File: config.mk
export PLATFORM = sky130hd
export DESIGN_NAME = chms_ctrl
export DESIGN_NICKNAME = d
export VERILOG_FILES = /design/src/rtl/chms_pkg.sv /design/src/rtl/chms_ctrl.sv
export VERILOG_INCLUDE_DIRS = /design/src /design/src/rtl
export SDC_FILE = /design/constraint.sdc
export NUM_CORES = 1
export LEC_CHECK = 0
export BUFFER_PORTS_ARGS = -buffer_cell sky130_fd_sc_hd__buf_2
export CORE_MARGIN = 3
export CORE_UTILIZATION = 48
export CTS_CLUSTER_DIAMETER = 200
export DETAILED_ROUTE_END_ITERATION = 8
export GPL_ROUTABILITY_DRIVEN = 0
export PLACE_DENSITY_LB_ADDON = 0.12
export SYNTH_ARGS = -nofsm -noshare
export SYNTH_HDL_FRONTEND = slang
export SYNTH_SLANG_ARGS = --single-unit
File: constraint.sdc
create_clock -name clock -period 2.1 [get_ports clock]
set_clock_uncertainty 0.15 [all_clocks]
set_input_delay 0 -clock clock [delete_from_list [all_inputs] [get_ports clock]]
set_output_delay 0 -clock clock [all_outputs]
set_load 0.005 [all_outputs]
File: src/rtl/complex_henon_map_stepper_top_defines.svh
// ----------------------------------------------------------------------------
// complex henon map stepper assertion macros
// Concurrent checks clocked on clock; they compile away in synthesis.
// ----------------------------------------------------------------------------
`ifndef COMPLEX_HENON_MAP_STEPPER_TOP_DEFINES_SVH
`define COMPLEX_HENON_MAP_STEPPER_TOP_DEFINES_SVH

`ifndef SYNTHESIS
// check that is ignored while reset is high
`define CHMS_ASSERT(lbl, prop, msg) \
   lbl: assert property (@(posedge clock) disable iff (reset) prop) else $error(msg);
// check that also holds while reset is high
`define CHMS_ASSERT_NR(lbl, prop, msg) \
   lbl: assert property (@(posedge clock) prop) else $error(msg);
`else
`define CHMS_ASSERT(lbl, prop, msg)
`define CHMS_ASSERT_NR(lbl, prop, msg)
`endif

`endif

File: src/rtl/chms_pkg.sv
// ----------------------------------------------------------------------------
// chms_pkg
// Widths, codes and shared helpers of the complex henon map stepper.
// ----------------------------------------------------------------------------
package chms_pkg;

   // number formats
   localparam int WORD_W    = 32;
   localparam int FRAC_BITS = 28;
   localparam int ACC_W     = WORD_W + 8;
   localparam int PROD_W    = WORD_W + ACC_W;
   localparam int D_W       = 2 * WORD_W;
   localparam int QUOT_BITS = WORD_W + 1;
   localparam int Q_W       = QUOT_BITS + 1;
   localparam int MAG_SHIFT = QUOT_BITS - FRAC_BITS;
   localparam int CNT_W     = $clog2(QUOT_BITS + 1);
   localparam int CSR_IDX_W = 2;

   // register reset values
   localparam logic signed [WORD_W-1:0] A_REAL_RST = -32'sd80530637;
   localparam logic signed [WORD_W-1:0] A_IMAG_RST = '0;
   localparam logic signed [WORD_W-1:0] C_REAL_RST = -32'sd359703511;
   localparam logic signed [WORD_W-1:0] C_IMAG_RST = '0;

   // register indexes
   localparam logic [CSR_IDX_W-1:0] CSR_A_REAL = 2'd0;
   localparam logic [CSR_IDX_W-1:0] CSR_A_IMAG = 2'd1;
   localparam logic [CSR_IDX_W-1:0] CSR_C_REAL = 2'd2;
   localparam logic [CSR_IDX_W-1:0] CSR_C_IMAG = 2'd3;

   // item operations
   localparam logic [1:0] OP_LOAD = 2'd0;
   localparam logic [1:0] OP_FWD  = 2'd1;
   localparam logic [1:0] OP_INV  = 2'd2;

   // multiplier operand a
   localparam logic [2:0] A_XR = 3'd0;
   localparam logic [2:0] A_XI = 3'd1;
   localparam logic [2:0] A_YR = 3'd2;
   localparam logic [2:0] A_YI = 3'd3;
   localparam logic [2:0] A_AR = 3'd4;
   localparam logic [2:0] A_AI = 3'd5;

   // multiplier operand b
   localparam logic [2:0] B_XR = 3'd0;
   localparam logic [2:0] B_XI = 3'd1;
   localparam logic [2:0] B_YR = 3'd2;
   localparam logic [2:0] B_YI = 3'd3;
   localparam logic [2:0] B_AR = 3'd4;
   localparam logic [2:0] B_AI = 3'd5;
   localparam logic [2:0] B_H0 = 3'd6;
   localparam logic [2:0] B_H1 = 3'd7;

   // accumulator operations
   localparam logic [3:0] ACC_NONE         = 4'd0;
   localparam logic [3:0] ACC_LD_CRE       = 4'd1;
   localparam logic [3:0] ACC_LD_CRE_MXR   = 4'd2;
   localparam logic [3:0] ACC_SAVE_CIM     = 4'd3;
   localparam logic [3:0] ACC_SAVE_CIM_MXI = 4'd4;
   localparam logic [3:0] ACC_SAVE1        = 4'd5;
   localparam logic [3:0] ACC_ADD_R        = 4'd6;
   localparam logic [3:0] ACC_SUB_R        = 4'd7;
   localparam logic [3:0] ACC_ADD_R2       = 4'd8;

   // divisor accumulator operations
   localparam logic [1:0] D_NONE = 2'd0;
   localparam logic [1:0] D_CLR  = 2'd1;
   localparam logic [1:0] D_ADD  = 2'd2;

   // numerator accumulator operations
   localparam logic [1:0] N_NONE = 2'd0;
   localparam logic [1:0] N_LOAD = 2'd1;
   localparam logic [1:0] N_ADD  = 2'd2;
   localparam logic [1:0] N_SUB  = 2'd3;

   // quotient capture targets
   localparam logic [1:0] CAP_NONE = 2'd0;
   localparam logic [1:0] CAP_0    = 2'd1;
   localparam logic [1:0] CAP_1    = 2'd2;

   // point update kinds
   localparam logic [2:0] CM_NONE  = 3'd0;
   localparam logic [2:0] CM_LOAD  = 3'd1;
   localparam logic [2:0] CM_KEEP  = 3'd2;
   localparam logic [2:0] CM_FAULT = 3'd3;
   localparam logic [2:0] CM_FWD   = 3'd4;
   localparam logic [2:0] CM_INV   = 3'd5;

   typedef struct packed {
      logic       mul_en;
      logic [2:0] a_sel;
      logic [2:0] b_sel;
      logic [3:0] acc_op;
      logic [1:0] d_op;
      logic [1:0] n_op;
      logic       div_start;
      logic [1:0] div_cap;
      logic [2:0] commit;
      logic       publish;
   } cmd_type;

   typedef struct packed {
      logic a_zero;
      logic div_done;
   } status_type;

   typedef struct packed {
      logic                     clip;
      logic signed [WORD_W-1:0] value;
   } sat_type;

   localparam logic signed [ACC_W-1:0] ACC_MAX =
      {{(ACC_W-WORD_W+1){1'b0}}, {(WORD_W-1){1'b1}}};
   localparam logic signed [ACC_W-1:0] ACC_MIN =
      {{(ACC_W-WORD_W+1){1'b1}}, {(WORD_W-1){1'b0}}};

   // sign extend a word to accumulator width
   function automatic logic signed [ACC_W-1:0] wext(input logic signed [WORD_W-1:0] v);
      return {{(ACC_W-WORD_W){v[WORD_W-1]}}, v};
   endfunction

   // clip an accumulator value to the word range
   function automatic sat_type sat_word(input logic signed [ACC_W-1:0] v);
      sat_type s;
      s.clip  = 1'b0;
      s.value = v[WORD_W-1:0];
      if (v > ACC_MAX) begin
         s.clip  = 1'b1;
         s.value = ACC_MAX[WORD_W-1:0];
      end else if (v < ACC_MIN) begin
         s.clip  = 1'b1;
         s.value = ACC_MIN[WORD_W-1:0];
      end
      return s;
   endfunction

endpackage

File: src/rtl/chms_ctrl.sv
// ----------------------------------------------------------------------------
// chms_ctrl
// Sequencer: steps the datapath through a map step and hands results out.
// ----------------------------------------------------------------------------
`include "complex_henon_map_stepper_top_defines.svh"

module chms_ctrl (
   input  logic                 clock,
   input  logic                 reset,
   input  logic                 req_valid,
   output logic                 req_ready,
   input  logic [1:0]           req_op,
   output logic                 rsp_valid,
   input  logic                 rsp_ready,
   output chms_pkg::cmd_type    cmd,
   input  chms_pkg::status_type status
);
   import chms_pkg::*;

   localparam int STEP_W = 4;
   localparam logic [STEP_W-1:0] STEP_LAST = 4'd14;

   localparam logic [1:0] ST_IDLE = 2'd0;
   localparam logic [1:0] ST_RUN  = 2'd1;
   localparam logic [1:0] ST_WAIT = 2'd2;
   localparam logic [1:0] ST_PUB  = 2'd3;

   typedef struct packed {
      cmd_type    cmd;
      logic       last;
      logic [1:0] cap;
   } uop_type;

   logic [1:0]        state_ff, state_in;
   logic [STEP_W-1:0] step_ff, step_in;
   logic [1:0]        op_ff, op_in;
   logic              rsp_valid_ff, rsp_valid_in;
   uop_type           uop;

   // micro step table; each product is registered and used in a later step
   function automatic uop_type step_uop(input logic [1:0] op, input logic [STEP_W-1:0] step);
      uop_type u;
      u = '0;
      if (op == OP_FWD) begin
         unique case (step)
            4'd0: begin
               u.cmd.acc_op = ACC_LD_CRE;
               u.cmd.mul_en = 1'b1; u.cmd.a_sel = A_XR; u.cmd.b_sel = B_XR;
            end
            4'd1: begin
               u.cmd.acc_op = ACC_ADD_R;
               u.cmd.mul_en = 1'b1; u.cmd.a_sel = A_XI; u.cmd.b_sel = B_XI;
            end
            4'd2: begin
               u.cmd.acc_op = ACC_SUB_R;
               u.cmd.mul_en = 1'b1; u.cmd.a_sel = A_AR; u.cmd.b_sel = B_YR;
            end
            4'd3: begin
               u.cmd.acc_op = ACC_SUB_R;
               u.cmd.mul_en = 1'b1; u.cmd.a_sel = A_AI; u.cmd.b_sel = B_YI;
            end
            4'd4: begin
               u.cmd.acc_op = ACC_ADD_R;
               u.cmd.mul_en = 1'b1; u.cmd.a_sel = A_XR; u.cmd.b_sel = B_XI;
            end
            4'd5: u.cmd.acc_op = ACC_SAVE_CIM;
            4'd6: begin
               u.cmd.acc_op = ACC_ADD_R2;
               u.cmd.mul_en = 1'b1; u.cmd.a_sel = A_AI; u.cmd.b_sel = B_YR;
            end
            4'd7: begin
               u.cmd.acc_op = ACC_SUB_R;
               u.cmd.mul_en = 1'b1; u.cmd.a_sel = A_AR; u.cmd.b_sel = B_YI;
            end
            4'd8: u.cmd.acc_op = ACC_SUB_R;
            4'd9: begin
               u.cmd.commit = CM_FWD;
               u.last       = 1'b1;
            end
            default: u.last = 1'b1;
         endcase
      end else begin
         unique case (step)
            4'd0: begin
               u.cmd.d_op   = D_CLR;
               u.cmd.acc_op = ACC_LD_CRE_MXR;
               u.cmd.mul_en = 1'b1; u.cmd.a_sel = A_AR; u.cmd.b_sel = B_AR;
            end
            4'd1: begin
               u.cmd.d_op   = D_ADD;
               u.cmd.mul_en = 1'b1; u.cmd.a_sel = A_AI; u.cmd.b_sel = B_AI;
            end
            4'd2: begin
               u.cmd.d_op   = D_ADD;
               u.cmd.mul_en = 1'b1; u.cmd.a_sel = A_YR; u.cmd.b_sel = B_YR;
            end
            4'd3: begin
               u.cmd.acc_op = ACC_ADD_R;
               u.cmd.mul_en = 1'b1; u.cmd.a_sel = A_YI; u.cmd.b_sel = B_YI;
            end
            4'd4: begin
               u.cmd.acc_op = ACC_SUB_R;
               u.cmd.mul_en = 1'b1; u.cmd.a_sel = A_YR; u.cmd.b_sel = B_YI;
            end
            4'd5: u.cmd.acc_op = ACC_SAVE_CIM_MXI;
            4'd6: u.cmd.acc_op = ACC_ADD_R2;
            4'd7: begin
               u.cmd.acc_op = ACC_SAVE1;
               u.cmd.mul_en = 1'b1; u.cmd.a_sel = A_AR; u.cmd.b_sel = B_H0;
            end
            4'd8: begin
               u.cmd.n_op   = N_LOAD;
               u.cmd.mul_en = 1'b1; u.cmd.a_sel = A_AI; u.cmd.b_sel = B_H1;
            end
            4'd9: u.cmd.n_op = N_ADD;
            4'd10: begin
               u.cmd.div_start = 1'b1;
               u.cap           = CAP_0;
               u.cmd.mul_en = 1'b1; u.cmd.a_sel = A_AR; u.cmd.b_sel = B_H1;
            end
            4'd11: begin
               u.cmd.n_op   = N_LOAD;
               u.cmd.mul_en = 1'b1; u.cmd.a_sel = A_AI; u.cmd.b_sel = B_H0;
            end
            4'd12: u.cmd.n_op = N_SUB;
            4'd13: begin
               u.cmd.div_start = 1'b1;
               u.cap           = CAP_1;
            end
            4'd14: begin
               u.cmd.commit = CM_INV;
               u.last       = 1'b1;
            end
            default: u.last = 1'b1;
         endcase
      end
      return u;
   endfunction

   // sequencer
   always_comb begin
      state_in     = state_ff;
      step_in      = step_ff;
      op_in        = op_ff;
      rsp_valid_in = rsp_valid_ff;
      cmd          = '0;
      uop          = step_uop(op_ff, step_ff);
      req_ready    = (state_ff == ST_IDLE);
      if (rsp_valid_ff && rsp_ready) begin
         rsp_valid_in = 1'b0;
      end
      unique case (state_ff)
         ST_IDLE: begin
            if (req_valid) begin
               op_in   = req_op;
               step_in = '0;
               priority if (req_op == OP_LOAD) begin
                  cmd.commit = CM_LOAD;
                  state_in   = ST_PUB;
               end else if (req_op == OP_FWD) begin
                  state_in = ST_RUN;
               end else if (req_op == OP_INV && !status.a_zero) begin
                  state_in = ST_RUN;
               end else if (req_op == OP_INV) begin
                  cmd.commit = CM_FAULT;
                  state_in   = ST_PUB;
               end else begin
                  cmd.commit = CM_KEEP;
                  state_in   = ST_PUB;
               end
            end
         end
         ST_RUN: begin
            cmd = uop.cmd;
            if (uop.last) begin
               state_in = ST_PUB;
            end else if (uop.cmd.div_start) begin
               state_in = ST_WAIT;
            end else begin
               step_in = step_ff + 1'b1;
            end
         end
         ST_WAIT: begin
            if (status.div_done) begin
               cmd.div_cap = uop.cap;
               step_in     = step_ff + 1'b1;
               state_in    = ST_RUN;
            end
         end
         ST_PUB: begin
            if (!rsp_valid_ff || rsp_ready) begin
               cmd.publish  = 1'b1;
               rsp_valid_in = 1'b1;
               state_in     = ST_IDLE;
            end
         end
      endcase
   end

   always_ff @(posedge clock) begin
      if (reset) begin
         state_ff     <= ST_IDLE;
         step_ff      <= '0;
         op_ff        <= OP_LOAD;
         rsp_valid_ff <= 1'b0;
      end else begin
         state_ff     <= state_in;
         step_ff      <= step_in;
         op_ff        <= op_in;
         rsp_valid_ff <= rsp_valid_in;
      end
   end

   assign rsp_valid = rsp_valid_ff;

   // checks
   `CHMS_ASSERT(a_pub_free, cmd.publish |-> (!rsp_valid_ff || rsp_ready), "result overwritten")
   `CHMS_ASSERT(a_one_item, (req_valid && req_ready) |=> !req_ready, "second item taken")
   `CHMS_ASSERT_NR(a_wait_quiet, (state_ff == ST_WAIT) |-> (cmd.commit == CM_NONE && !cmd.mul_en), "datapath busy while dividing")
   `CHMS_ASSERT(a_step_range, (state_ff == ST_RUN) |-> (step_ff <= STEP_LAST), "step out of range")

endmodule
==> metrics <==
CTS Root Buffer Type clkbuf_4; Synth Register Bits 9; Detailed Routing Iterations Pass 1 4; CTS tree built; DRT iter0 DRCs 109; initial antenna violation count 0; largest net degree at the start of global routing 20; total track usage 0.242; Post-Syn Area per Cell 6.76 sq um; Crit Path Max Fanout 5; gr ovfl total 0; Chip Width 56.5 um; CTS Buf Count 3; Die Span Y 56.5 um; Slew Viols, Final 0; Max Cap Violations 0; Post-synth EDFFs 0; fraction of registers with async set/reset 0; H-tree Lvls 1; Port Buffers 31; HP Class in2out; CP Launch Type register; final setup violation count 9; worst path cell trace ha_4, nor2b_4, o41a_1, nor4b_4, a211oi_2, o32ai_1; Worst Tran Pin Value 419 ps; top cell type's share of synthesized area 0.147; CTS max path bufs 2; core area 2320 sq um; status complete, but fails checks; Max IR drop VDD 0.000779 V; crit path DAT 2200 ps; dpl ws -94.4 ps; Synth Warn # 0; CTS sink count 9; DRT Wirelength about 4000 um; RSZ-0062 raised after global routing true; Critical Path Sink Type register; Netlist cell types 46; worst-skew pair later-pin latency 270 ps; Final nets 259; ranking of synthesized cells by area dfxtp_1 15%, ha_1 8.2%, nor2_1 6.7%; Power Total 1900 uW; FILL cells 160; Final Hold Viols 0; Tcrit/Tclk final 1.03; Antenna Nets Post-Route 0; Ports 32; Data required, critical path 2130 ps; Residual DRC 0; sequential area share after synthesis 0.147; die area 3190 sq um; Setup CP Type reg2reg; Synth-to-Final Area Change 50.7%; syn_nets a little under 200; Leak 0.000791 uW; first-pass GRT wire length ~6200 um; Crit path largest cell delay 480 ps; fin worst setup slack -73.0 ps; vias in the first global route 1,399; via count 1,626; most frequent cell after synthesis nor2_1; DP Wirelength 2770 um; Initial Util 0.528; Antenna Cells 0; clock slew at reported path FFs 70 ps; minimum clock period 2170 ps; failing checks setup timing; layout cell share with drive strength beyond 1 0.413; top cells by count, synth 22 x nor2_1, 16 x o21ai_0, 14 x nand2_1; Critical Path Slowest Stage Cell o41a_1; Post-Syn Area 1220 sq um; Cells after Synth 181; Cell Rows 17; via density per instance 6.02; Pwr Density ~1000 nW/um^2; Max-slew headroom 0.721; DR WL/cell around 15 um; Post-synth top flop dfxtp_1; Yosys top cell by area dfxtp_1; f_max roughly 460 MHz
-- metrics by stage --
stage / area (sq um) / utilization / cells / hold slack, ps / setup TNS (ps)
final: 1840 / 0.795 / 270 / 188 / -203
after detailed placement: 1510 / 0.652 / 247 / 153 / -196
after floorplan: 1220 / - / 181 / -71.4 / 0
after CTS: 1710 / 0.737 / 261 / 130 / 0
after global routing: 1840 / 0.795 / 270 / 213 / -966
after global placement: 1510 / 0.652 / 247 / 148 / 0
-- worst max-delay path: cells and delay by family (launching register included) --
| kind | cells | cell delay (ps) |
|---|---|---|
| adders and majority gates | 1 | 180 |
| DFF | 1 | 380 |
| and+or+nand+nor | 2 | 550 |
| AOI/OAI and AO/OA | 3 | 810 |
-- flip-flops by register name, indices dropped and copies added (netlist names) --
name,flops
op_ff,2
step_ff,4
state_ff,2
rsp_valid,1
-- per-layer routing --
layer / GRT usage / vias up / routed length (um)
met5: 0 / - / 0
met4: 0.0644 / 0 / 60
met3: 0.0575 / 13 / 307
met2: 0.427 / 84 / 1980
met1: 0.287 / 752 / 1650
li1: - / 777 / -
-- timing repair --
action,4_1_cts,5_1_grt
gates cloned,0,0
endpoints found under the setup margin,14,12
hold endpoints to repair,5,0
hold buffers,7,0
resized for setup,22,22
setup buffers,3,10
pin swaps,2,13
-- cell usage in the layout (no fill, tap or decap), drive strengths merged, types with 2 or more instances in the layout --
cell type,instances
o311ai,2
nor2,22
a21oi,10
or3,2
inv,11
nand3b,2
ha,8
a31oi,3
nand2,14
o21a,2
clkbuf,3
dlygate4sd3,7
a211oi,6
dfxtp,9
nand3,11
o32ai,2
and3,2
mux2i,2
nand2b,2
nor4,2
nor2b,11
nor3,7
o21ai,17
a22oi,2
buf,65
-- power by group --
part / switching, uW / internal (uW) / leakage (uW) / total, uW
sequential: 51.1 / 218 / 0.0000763 / 270
combinational: 766 / 727 / 0.000697 / 1490
clock: 69.6 / 70.5 / 0.0000177 / 140
total: 887 / 1020 / 0.000791 / 1900
-- kinds of logic after synthesis --
logic type / share of synthesized area
compound gates: 0.316
fa+ha+maj: 0.0818
buf+inv: 0.0879
flops: 0.147
mux: 0.0286
simple gates: 0.338
-- path summary, 6_finish.rpt --
kind	from	end	slack, ps	depth (start not counted)
min	status[1]	cmd[2]	190	4
max	step_ff[0]	step_ff[3]	-70	6
min reg2reg	op_ff[0]	op_ff[0]	340	2
max reg2reg	step_ff[0]	step_ff[3]	-70	6
-- cell type report --
cell class	instances	area, sq um	share of cell area
well taps	28	35.0	0.0190
inverters	11	43.8	0.0237
clock buffers	3	22.5	0.0122
repair buffers	72	488	0.265
clock inverters	1	5.00	0.00271
multi-input cells	146	1060	0.574
flip-flops and latches	9	191	0.104
Power figures use the tool's default switching activity.
